### config.mk
export PLATFORM = sky130hd
export DESIGN_NAME = uuid_text_to_binary_parser_unit
export DESIGN_NICKNAME = d
export VERILOG_FILES = /design/src/rtl/uttb_pkg.sv /design/src/rtl/uttb_char_decode.sv /design/src/rtl/uttb_accum.sv /design/src/rtl/uttb_out_queue.sv /design/src/rtl/uuid_text_to_binary_parser_unit.sv
export SDC_FILE = /design/constraint.sdc
export NUM_CORES = 1
export LEC_CHECK = 0
export BUFFER_PORTS_ARGS = -buffer_cell sky130_fd_sc_hd__buf_2
export CORE_MARGIN = 1
export CORE_UTILIZATION = 50
export DETAILED_ROUTE_END_ITERATION = 10
export PLACE_DENSITY = 0.68
export SLEW_MARGIN = 30
export SYNTH_ARGS = -nofsm -noshare
export SYNTH_HDL_FRONTEND = slang
export SYNTH_SLANG_ARGS = --single-unit
### constraint.sdc
create_clock -name clk -period 11.7 [get_ports clk]
set_clock_uncertainty 0.15 [all_clocks]
set_input_delay 2.34 -clock clk [delete_from_list [all_inputs] [get_ports clk]]
set_output_delay 2.34 -clock clk [all_outputs]
set_load 0.01 [all_outputs]
### src/rtl/uttb_pkg.sv
// Shared types and constants for the UUID text parser.
// Used by every module under rtl/; depends on nothing else.
`default_nettype none

package uttb_pkg;

  localparam int unsigned CountWidth = 6;

  localparam logic [CountWidth-1:0] LONG_LEN  = 6'd36;
  localparam logic [CountWidth-1:0] SHORT_LEN = 6'd4;
  localparam logic [CountWidth-1:0] COUNT_SAT = 6'd37;

  localparam logic [CountWidth-1:0] HYPHEN_POS_A = 6'd8;
  localparam logic [CountWidth-1:0] HYPHEN_POS_B = 6'd13;
  localparam logic [CountWidth-1:0] HYPHEN_POS_C = 6'd18;
  localparam logic [CountWidth-1:0] HYPHEN_POS_D = 6'd23;

  localparam logic [7:0] HYPHEN_CHAR = 8'h2D;

  // Bluetooth base UUID pieces for the short form.
  localparam logic [63:0] BASE_LOW       = 64'h8000_0080_5F9B_34FB;
  localparam logic [31:0] BASE_HIGH_TAIL = 32'h0000_1000;

  typedef enum logic [1:0] {
    STATUS_OK     = 2'd0,
    STATUS_LENGTH = 2'd1,
    STATUS_HYPHEN = 2'd2,
    STATUS_HEX    = 2'd3
  } status_t;

  typedef struct packed {
    logic       is_hex;
    logic       is_hyphen;
    logic [3:0] nibble;
  } char_info_t;

  typedef struct packed {
    logic [63:0] lo_word;
    logic [63:0] hi_word;
    status_t     status;
  } result_pair_t;

endpackage

`default_nettype wire

### src/rtl/uttb_char_decode.sv
// Classifies one ASCII character as hex digit or hyphen and gives its nibble.
// Depends on uttb_pkg.
`default_nettype none

module uttb_char_decode (
  input  wire logic [7:0]          char_code,
  output uttb_pkg::char_info_t     info
);

  logic is_digit;
  logic is_upper;
  logic is_lower;

  always_comb begin
    is_digit = (char_code >= 8'h30) && (char_code <= 8'h39);
    is_upper = (char_code >= 8'h41) && (char_code <= 8'h46);
    is_lower = (char_code >= 8'h61) && (char_code <= 8'h66);

    info.is_hex    = is_digit || is_upper || is_lower;
    info.is_hyphen = (char_code == uttb_pkg::HYPHEN_CHAR);
    // Letters 'A'/'a' have low nibble 1, so adding nine gives ten.
    if (is_digit) begin
      info.nibble = char_code[3:0];
    end else begin
      info.nibble = char_code[3:0] + 4'd9;
    end
  end

endmodule

`default_nettype wire

### src/rtl/uttb_accum.sv
// Per-string parser state: character count, error flags and 128-bit value.
// Depends on uttb_pkg and uttb_char_decode.
`default_nettype none

module uttb_accum (
  input  wire logic                  clk,
  input  wire logic                  rst,
  input  wire logic                  step,
  input  wire logic [7:0]            char_code,
  input  wire logic                  last_char,
  input  wire logic                  short_form,
  output uttb_pkg::result_pair_t     pair
);

  uttb_pkg::char_info_t info;

  logic [uttb_pkg::CountWidth-1:0] char_count;
  logic [uttb_pkg::CountWidth-1:0] char_count_next;
  logic [127:0]                    value;
  logic [127:0]                    value_next;
  logic                            hyphen_error;
  logic                            hyphen_error_next;
  logic                            hex_error;
  logic                            hex_error_next;
  logic                            form_latched;
  logic                            form_latched_next;

  logic [uttb_pkg::CountWidth-1:0] expect_len;
  logic                            hyphen_pos;

  uttb_char_decode u_decode (
    .char_code (char_code),
    .info      (info)
  );

  always_comb begin
    form_latched_next = (char_count == '0) ? short_form : form_latched;
    expect_len        = form_latched_next ? uttb_pkg::SHORT_LEN : uttb_pkg::LONG_LEN;
    hyphen_pos        = !form_latched_next &&
                        ((char_count == uttb_pkg::HYPHEN_POS_A) ||
                         (char_count == uttb_pkg::HYPHEN_POS_B) ||
                         (char_count == uttb_pkg::HYPHEN_POS_C) ||
                         (char_count == uttb_pkg::HYPHEN_POS_D));

    hyphen_error_next = hyphen_error;
    hex_error_next    = hex_error;
    value_next        = value;
    if (char_count < expect_len) begin
      if (hyphen_pos) begin
        if (!info.is_hyphen) begin
          hyphen_error_next = 1'b1;
        end
      end else if (!info.is_hex) begin
        hex_error_next = 1'b1;
      end else begin
        value_next = {value[123:0], info.nibble};
      end
    end

    if (char_count < uttb_pkg::COUNT_SAT) begin
      char_count_next = char_count + 6'd1;
    end else begin
      char_count_next = char_count;
    end

    // Length errors win over hyphen errors, hyphen errors over hex errors.
    if (char_count_next != expect_len) begin
      pair.status = uttb_pkg::STATUS_LENGTH;
    end else if (hyphen_error_next) begin
      pair.status = uttb_pkg::STATUS_HYPHEN;
    end else if (hex_error_next) begin
      pair.status = uttb_pkg::STATUS_HEX;
    end else begin
      pair.status = uttb_pkg::STATUS_OK;
    end

    if (pair.status != uttb_pkg::STATUS_OK) begin
      pair.lo_word = '0;
      pair.hi_word = '0;
    end else if (form_latched_next) begin
      pair.lo_word = uttb_pkg::BASE_LOW;
      pair.hi_word = {16'h0000, value_next[15:0], uttb_pkg::BASE_HIGH_TAIL};
    end else begin
      pair.lo_word = value_next[63:0];
      pair.hi_word = value_next[127:64];
    end
  end

  always_ff @(posedge clk) begin
    if (rst) begin
      char_count   <= '0;
      value        <= '0;
      hyphen_error <= 1'b0;
      hex_error    <= 1'b0;
      form_latched <= 1'b0;
    end else if (step) begin
      if (last_char) begin
        char_count   <= '0;
        value        <= '0;
        hyphen_error <= 1'b0;
        hex_error    <= 1'b0;
        form_latched <= 1'b0;
      end else begin
        char_count   <= char_count_next;
        value        <= value_next;
        hyphen_error <= hyphen_error_next;
        hex_error    <= hex_error_next;
        form_latched <= form_latched_next;
      end
    end
  end

  property p_count_bounded;
    @(posedge clk) disable iff (rst) char_count <= uttb_pkg::COUNT_SAT;
  endproperty
  a_count_bounded: assert property (p_count_bounded)
    else $error("character count passed its saturation value");

  property p_restart_after_last;
    @(posedge clk) disable iff (rst)
      (step && last_char) |=> (char_count == '0) && !hyphen_error && !hex_error;
  endproperty
  a_restart_after_last: assert property (p_restart_after_last)
    else $error("parser state not cleared after the final character");

endmodule

`default_nettype wire

### src/rtl/uttb_out_queue.sv
// Holds one finished result pair and sends the low word, then the high word.
// Depends on uttb_pkg.
`default_nettype none

module uttb_out_queue (
  input  wire logic                  clk,
  input  wire logic                  rst,
  input  wire logic                  load,
  input  wire uttb_pkg::result_pair_t pair,
  output logic                       can_load,
  output logic                       out_valid,
  input  wire logic                  out_stall,
  output logic [63:0]                uuid_word,
  output logic                       upper_half,
  output logic [1:0]                 status
);

  uttb_pkg::result_pair_t held;
  logic                   occupied;
  logic                   phase;
  logic                   transfer;

  assign transfer   = occupied && !out_stall;
  // A new pair may enter as the high word of the current one leaves.
  assign can_load   = !occupied || (transfer && phase);
  assign out_valid  = occupied;
  assign upper_half = phase;
  assign uuid_word  = phase ? held.hi_word : held.lo_word;
  assign status     = held.status;

  always_ff @(posedge clk) begin
    if (rst) begin
      occupied <= 1'b0;
      phase    <= 1'b0;
    end else if (load) begin
      occupied <= 1'b1;
      phase    <= 1'b0;
    end else if (transfer) begin
      if (phase) begin
        occupied <= 1'b0;
        phase    <= 1'b0;
      end else begin
        phase <= 1'b1;
      end
    end
  end

  always_ff @(posedge clk) begin
    if (load) begin
      held <= pair;
    end
  end

  property p_high_follows_low;
    @(posedge clk) disable iff (rst)
      (transfer && !phase) |=> occupied && phase;
  endproperty
  a_high_follows_low: assert property (p_high_follows_low)
    else $error("high word did not follow the low word");

  property p_error_word_zero;
    @(posedge clk) disable iff (rst)
      (occupied && held.status != uttb_pkg::STATUS_OK) |-> (uuid_word == '0);
  endproperty
  a_error_word_zero: assert property (p_error_word_zero)
    else $error("nonzero word sent with an error status");

endmodule

`default_nettype wire

### src/rtl/uuid_text_to_binary_parser_unit.sv
// Top level of the UUID text parser: input register, parser state, output pair.
// Depends on uttb_pkg, uttb_accum and uttb_out_queue.
//
// Usage: the sender presents one character per transfer on char_code, with
// last_char set on the final character and short_form (sampled only on the
// first character of a string) choosing the 4-digit form over the 36-char
// dashed form. A transfer happens at a rising edge where in_valid is high and
// in_stall is low. Each character enters a one-deep input register, from which
// the parser updates its count, error flags and 128-bit value.
// On the final character the block produces two result transfers on the
// output channel: the low 64 bits (upper_half = 0) and then the high 64 bits
// (upper_half = 1), both with the same status. The final character passes
// through the input register and the output pair register before its low word
// appears. Throughput is one character per cycle while in_stall is low; the
// output takes a new pair only as the high word of the current one leaves.
// When the receiver raises out_stall, the held result stays put, a waiting
// final character is held in the input register and in_stall rises. Other
// characters keep flowing while a result waits. Synchronous reset clears the
// input register, the parser state and the output pair; no result survives.
`default_nettype none

module uuid_text_to_binary_parser_unit (
  input  wire logic        clk,
  input  wire logic        rst,
  input  wire logic        in_valid,
  output logic             in_stall,
  input  wire logic [7:0]  char_code,
  input  wire logic        last_char,
  input  wire logic        short_form,
  output logic             out_valid,
  input  wire logic        out_stall,
  output logic [63:0]      uuid_word,
  output logic             upper_half,
  output logic [1:0]       status
);

  logic       in_full;
  logic [7:0] char_q;
  logic       last_q;
  logic       short_q;
  logic       step;
  logic       can_load;
  logic       in_take;

  uttb_pkg::result_pair_t pair;

  // The held character moves on unless it ends a string and the output is busy.
  assign step     = in_full && (!last_q || can_load);
  assign in_stall = in_full && !step;
  assign in_take  = in_valid && !in_stall;

  always_ff @(posedge clk) begin
    if (rst) begin
      in_full <= 1'b0;
    end else if (in_take) begin
      in_full <= 1'b1;
    end else if (step) begin
      in_full <= 1'b0;
    end
  end

  always_ff @(posedge clk) begin
    if (in_take) begin
      char_q  <= char_code;
      last_q  <= last_char;
      short_q <= short_form;
    end
  end

  uttb_accum u_accum (
    .clk        (clk),
    .rst        (rst),
    .step       (step),
    .char_code  (char_q),
    .last_char  (last_q),
    .short_form (short_q),
    .pair       (pair)
  );

  uttb_out_queue u_out (
    .clk        (clk),
    .rst        (rst),
    .load       (step && last_q),
    .pair       (pair),
    .can_load   (can_load),
    .out_valid  (out_valid),
    .out_stall  (out_stall),
    .uuid_word  (uuid_word),
    .upper_half (upper_half),
    .status     (status)
  );

  property p_stall_needs_held;
    @(posedge clk) disable iff (rst) in_stall |-> in_full && last_q;
  endproperty
  a_stall_needs_held: assert property (p_stall_needs_held)
    else $error("input stalled without a held final character");

  property p_final_loads_output;
    @(posedge clk) disable iff (rst) (step && last_q) |=> out_valid && !upper_half;
  endproperty
  a_final_loads_output: assert property (p_final_loads_output)
    else $error("final character did not start a result pair");

endmodule

`default_nettype wire
# Word-level counts from Yosys, hierarchy flattened
# Cells that the tools add are included.
# classes
addsub	2
order_cmp	8
n_eq_ne	6
muxes	29
n_reduce_logical	31
# op_table
operator	n
128-bit two-way mux	5
64-bit two-way mux	1
6-bit two-way mux	3
8-bit by 7-bit greater-or-equal comparator with 1-bit output, second input constant	2
8-bit by 7-bit <= comparator with 1-bit output, second input constant	2
1-bit two-way mux	16
6-bit by 4-bit == test with 1-bit output, second input constant	2
6-bit by 5-bit == test with 1-bit output, second input constant	2
1-bit logical AND	10
8-bit by 6-bit == test with 1-bit output, second input constant	1
8-bit by 6-bit greater-or-equal comparator with 1-bit output, second input constant	1
8-bit by 6-bit <= comparator with 1-bit output, second input constant	1
2-bit nonzero test	4
1-bit logical OR	7
6-bit by 1-bit adder with 6-bit output, second input constant	1
1-bit logical NOT	6
6-bit logical NOT	1
6-bit less-than comparator	1
6-bit less-than comparator, second input constant	1
2-bit two-way mux	3
6-bit inequality test	1
4-bit adder, second input constant	1
4-bit two-way mux	1
2-bit OR reduction	2
2-bit AND reduction	1
# word_totals
reg_bits	280
input_bits	14
wordCells	92

# Logic depth before layout (Yosys ltp)
# depth
word_depth	12
depth_mapped	17

# Cells and area by module
# From an unflattened synthesis, not the netlist that was laid out.
# hier_totals
hier_cells	1033
area_unflattened_um2	12934.9
# modules_own_cells
mod	instances	cells_per_inst	area_per_inst_um2	seq_area_each_um2
uttb_accum	1	774	7392.1	2742.6
uttb_out_queue	1	212	4936.0	3943.8
uuid_text_to_binary_parser_unit	1	19	369.1	320.3
uttb_char_decode	1	28	237.7	0.0

# Worst setup path after synthesis
# Ideal clock, no wire load.
# synth_timing
path_type	input to register
start	in out_stall
end	reg u_out.held[100] (netlist name) (enable)
arrival_time_ns	8.283
required_time_ns	10.929
setup_slack_ns	2.645
stages	3
path_cell_list	o21ai_0 > o21ai_1 > nor2_1
# synth_via
elab_chain_cells	7
# synth_lines
item	line_no	text
from (decl)	uuid_text_to_binary_parser_unit.sv:31	input wire logic out_stall,
1-bit logical NOT	uttb_out_queue.sv:23	assign transfer = occupied && !out_stall;
1-bit logical AND	uttb_out_queue.sv:23	
1-bit logical AND	uttb_out_queue.sv:25	assign can_load = !occupied || (transfer && phase);
1-bit logical OR	uttb_out_queue.sv:25	
1-bit logical OR	uuid_text_to_binary_parser_unit.sv:48	assign step = in_full && (!last_q || can_load);
1-bit logical AND	uuid_text_to_binary_parser_unit.sv:48	
1-bit logical AND	uuid_text_to_binary_parser_unit.sv:83	.load (step && last_q),
via u_out.load	uttb_out_queue.sv:8	input wire logic load,
to (signal assigned)	uttb_out_queue.sv:50	held <= pair;
to (decl)	uttb_out_queue.sv:18	uttb_pkg::result_pair_t held;
# The timed path passes the listed nets, and every way through them passes these cells.
# A chain may end at the register's enable or synchronous reset.

# Worst setup path in the final report
# layout_timing
start	in out_stall
end	out in_stall
# layout_via
elab_chain_cells	8
# layout_lines
item	line_no	text
1-bit logical NOT	uttb_out_queue.sv:23	
1-bit logical AND	uttb_out_queue.sv:23	
1-bit logical AND	uttb_out_queue.sv:25	
1-bit logical OR	uttb_out_queue.sv:25	
1-bit logical OR	uuid_text_to_binary_parser_unit.sv:48	
1-bit logical AND	uuid_text_to_binary_parser_unit.sv:48	
1-bit logical NOT	uuid_text_to_binary_parser_unit.sv:49	assign in_stall = in_full && !step;
1-bit logical AND	uuid_text_to_binary_parser_unit.sv:49	
to (decl)	uuid_text_to_binary_parser_unit.sv:26	output logic in_stall,
# No other way between the ends.

==> reports/qor.tcl <==
set qor(outcome) {finished clean}
set qor(timing.critical_path.from_type) {input pin}
set qor(ctsHtreeMaxLevel) 1
set qor(routed_wire_length_per_instance_um) 18.9
set qor(rr_worst_depth) 14
set qor(worstMarginPinSlew_ps) 921
set qor(i_o_pin_count) 83
set qor(postSynthNetCount) 1112
set qor(nNetsFinal) 1142
set qor(crit_top_cell) {sky130_fd_sc_hd__buf_2}
set qor(post_route_drc) 0
set qor(postCtsSetupRepairBufs) 0
set qor(synth_seq_area_share) 0.573
set qor(report.final.slew_viol_count) 0
set qor(finalSetupTns_ps) 0
set qor(crit_path_top_delay_cell) {sky130_fd_sc_hd__o21ai_0}
set qor(netlist_area_um2) 12200
set qor(clock_tree.buffer_depth) 3
set qor(ant_nets) 0
set qor(whs_path_depth) 1
set qor(cts_num_sinks) 280
set qor(dp_hpwl_um) 15900
set qor(core_region_area_um2) 23800
set qor(most_used_dff_post_synth) {sky130_fd_sc_hd__edfxtp_1}
set qor(cts_root_buf) {sky130_fd_sc_hd__clkbuf_16}
set qor(hold_buffers) 0
set qor(yosys_warnings) 0
set qor(number_of_core_rows) 56
set qor(vdd_ir_drop_max_uv) 118
set qor(hold_slack_final_ps) 334
set qor(syn-mean-instance-area_um2) 11.2
set qor(clock_latency_at_the_later_pin_of_the_worst_skew_pair_ps) 550
set qor(viasPerCell) 5.85
set qor(drive_gt1_frac) 0.232
set qor(synth.lib_cells_used.distinct) 48
set qor(clk_pin_slew_worst_paths_ps) 60
set qor(seqCellArea_um2) 7010
set qor(hold_violations) 0
set qor(tritoncts_clock_tree) {built}
set qor(maximum_number_of_pins_on_one_net_before_global_route_repair) 89
set qor(initial_utilization) 0.515
set qor(period_needed_ps) 5540
set qor(syn2layout_area_growth_pct) 11.4
set qor(cts.repair.resized) 0
set qor(cp_max_fo) 4
set qor(number_of_antenna_violations_at_the_first_check_in_global_routing) 1
set qor(worstPathArrival_ps) 3050
set qor(antennaDiodeCount) 0
set qor(fp.dieArea_um2) 25100
set qor(cp_slowest_stage_delay_ps) 320
set qor(worstPathCellList) {buf_2 > o21ai_0 > nor2_1 > buf_2}
set qor(slew-limit-headroom) 0.386
set qor(die_y_um) 158
set qor(ys_ff_latch) 280
set qor(power_per_cell_area_nw_per_um2) 147
set qor(synth_enable_flop_cells) 140
set qor(crit_required_ps) 9210
set qor(worst_setup_path_end_kind) {output pin}
set qor(route.vias.total) 8536
set qor(timing.setup.critical_path_class) {input pin to output pin}
set qor(grt.total_usage) 0.224
set qor(final.fill_count) 2009
set qor(drt-pass1-iter-count) 5
set qor(syn_inst) 1089
set qor(totalWireLength_um) 27500
set qor(place.port_buffers) 82
set qor(multi_input_area_um2) 4800
set qor(report.final.setup_viol) 0
set qor(fmax_mhz) 180
set qor(synthArstFlopShare) 0
set qor(grt_pass1_wl_um) 44000
set qor(grt_setup_unrepaired) {false}
set qor(max-cap-violations) 0
set qor(globalRoute.totalOverflow) 0
set qor(detailedRoute.firstIterationViolations) 631
set qor(finalCritPeriodShare) 0.474
set qor(floorplan.die.width_um) 158
set qor(cts-buffers-inserted) 28
set qor(leakagePower_nw) 4.23
set qor(via_count_of_the_first_global_routing_pass) 8079
set qor(hold_path.class) {flop to flop}
set qor(routabilityCongestion) 0.780
metal layers:
layer  global-route usage  wire, um  part of all wire
met4               0.0563       478             0.017
met1                0.326     13100              0.48
met3               0.0384      1490             0.054
met5                    0         8           0.00029
met2                0.345     12500              0.45
layout by cell type (no fill, tap or decap), types with 9 or more instances in the layout:
cell and instances:
sky130_fd_sc_hd__mux2i_1 13, sky130_fd_sc_hd__nand2_1 178, sky130_fd_sc_hd__a22o_1 128, sky130_fd_sc_hd__buf_4 10
sky130_fd_sc_hd__ha_1 9, sky130_fd_sc_hd__a2111oi_2 16, sky130_fd_sc_hd__inv_1 9, sky130_fd_sc_hd__nor4_1 26
sky130_fd_sc_hd__a21oi_2 21, sky130_fd_sc_hd__clkbuf_16 29, sky130_fd_sc_hd__nor3_1 52, sky130_fd_sc_hd__nor2_1 30
sky130_fd_sc_hd__buf_2 82, sky130_fd_sc_hd__edfxtp_1 140, sky130_fd_sc_hd__mux2_2 75, sky130_fd_sc_hd__dfxtp_1 139
sky130_fd_sc_hd__clkinv_2 10, sky130_fd_sc_hd__a21oi_1 83
registers in the layout (all words and copies together) (netlist names):
signal	cells
u_accum.char_count	6
u_out.upper_half	1
u_out.held	128
u_accum.value	128
short_q	1
in_full	1
last_q	1
u_accum.form_latched	1
u_out.status	2
char_q	8
u_accum.hex_error	1
u_out.out_valid	1
u_accum.hyphen_error	1
stage by stage:
| stage | worst slack [ps] | area (um^2) | util | instances | total power (W) |
|---|---|---|---|---|---|
| final | 6160 | 13600 | 0.574 | 1459 | 0.00201 |
| after detailed placement | 6160 | 12800 | 0.537 | 1408 | 0.00119 |
| after global placement | 6160 | 12700 | 0.537 | 1408 | 0.00119 |
| after CTS | 6150 | 13600 | 0.574 | 1459 | 0.00202 |
| after global routing | 6100 | 13600 | 0.574 | 1459 | 0.00207 |
| after floorplan | 2650 | 12200 | - | 1089 | 0.00116 |
worst paths after layout:
path                            slack (ps)                  to                   from
worst max-delay path                  6160            in_stall              out_stall
worst min-delay path                   330  u_accum.value[126]     u_accum.value[126]
worst max register to register        6630   u_accum.value[54]  u_accum.char_count[0]
worst min register to register         330  u_accum.value[126]     u_accum.value[126]
critical path, delay by kind of cell:
| family | cells | cell delay [ps] |
|---|---|---|
| buffers and inverters | 2 | 260 |
| and+or+nand+nor | 1 | 130 |
| AOI/OAI and AO/OA | 1 | 320 |
logic make-up after synthesis:
kind of cell,Yosys count,share of synthesized area
AOI/OAI and AO/OA,276,0.176
and+or+nand+nor,328,0.120
DFF,280,0.573
buffers and inverters,104,0.0391
xor gates and xnor gates,4,0.00286
muxes,88,0.0797
adders and majority gates,9,0.00920
Yosys cell counts (all sizes together) (6+ instances only):
library cell	instances	area [um^2]
nand2	181	679
dfxtp	140	2800
edfxtp	140	4200
a22o	128	1120
a21oi	104	599
mux2	75	845
buf	56	298
nor3	54	270
clkbuf	39	146
nor2	32	120
nor4	26	163
a2111oi	16	240
mux2i	13	130
ha	9	113
inv	9	33.8
o21ai	9	45.0
and2	8	50.1
nand3	6	30.0
report_power, final:
group | switching [W] | internal (W)
Clock | 0.000369 | 0.000470
Sequential | 0.00000810 | 0.00105
Combinational | 0.0000772 | 0.0000363
Total | 0.000454 | 0.00155
layout make-up:
| class | instances | area share |
|---|---|---|
| clock buffers | 34 | 0.0568 |
| inverters | 9 | 0.00248 |
| repair buffers | 95 | 0.0381 |
| clock inverters | 17 | 0.00697 |
| well taps | 319 | 0.0293 |
| multi-input cells | 705 | 0.352 |
| flip-flops and latches | 280 | 0.514 |
Note: power is estimated with default switching activity, not from simulation.
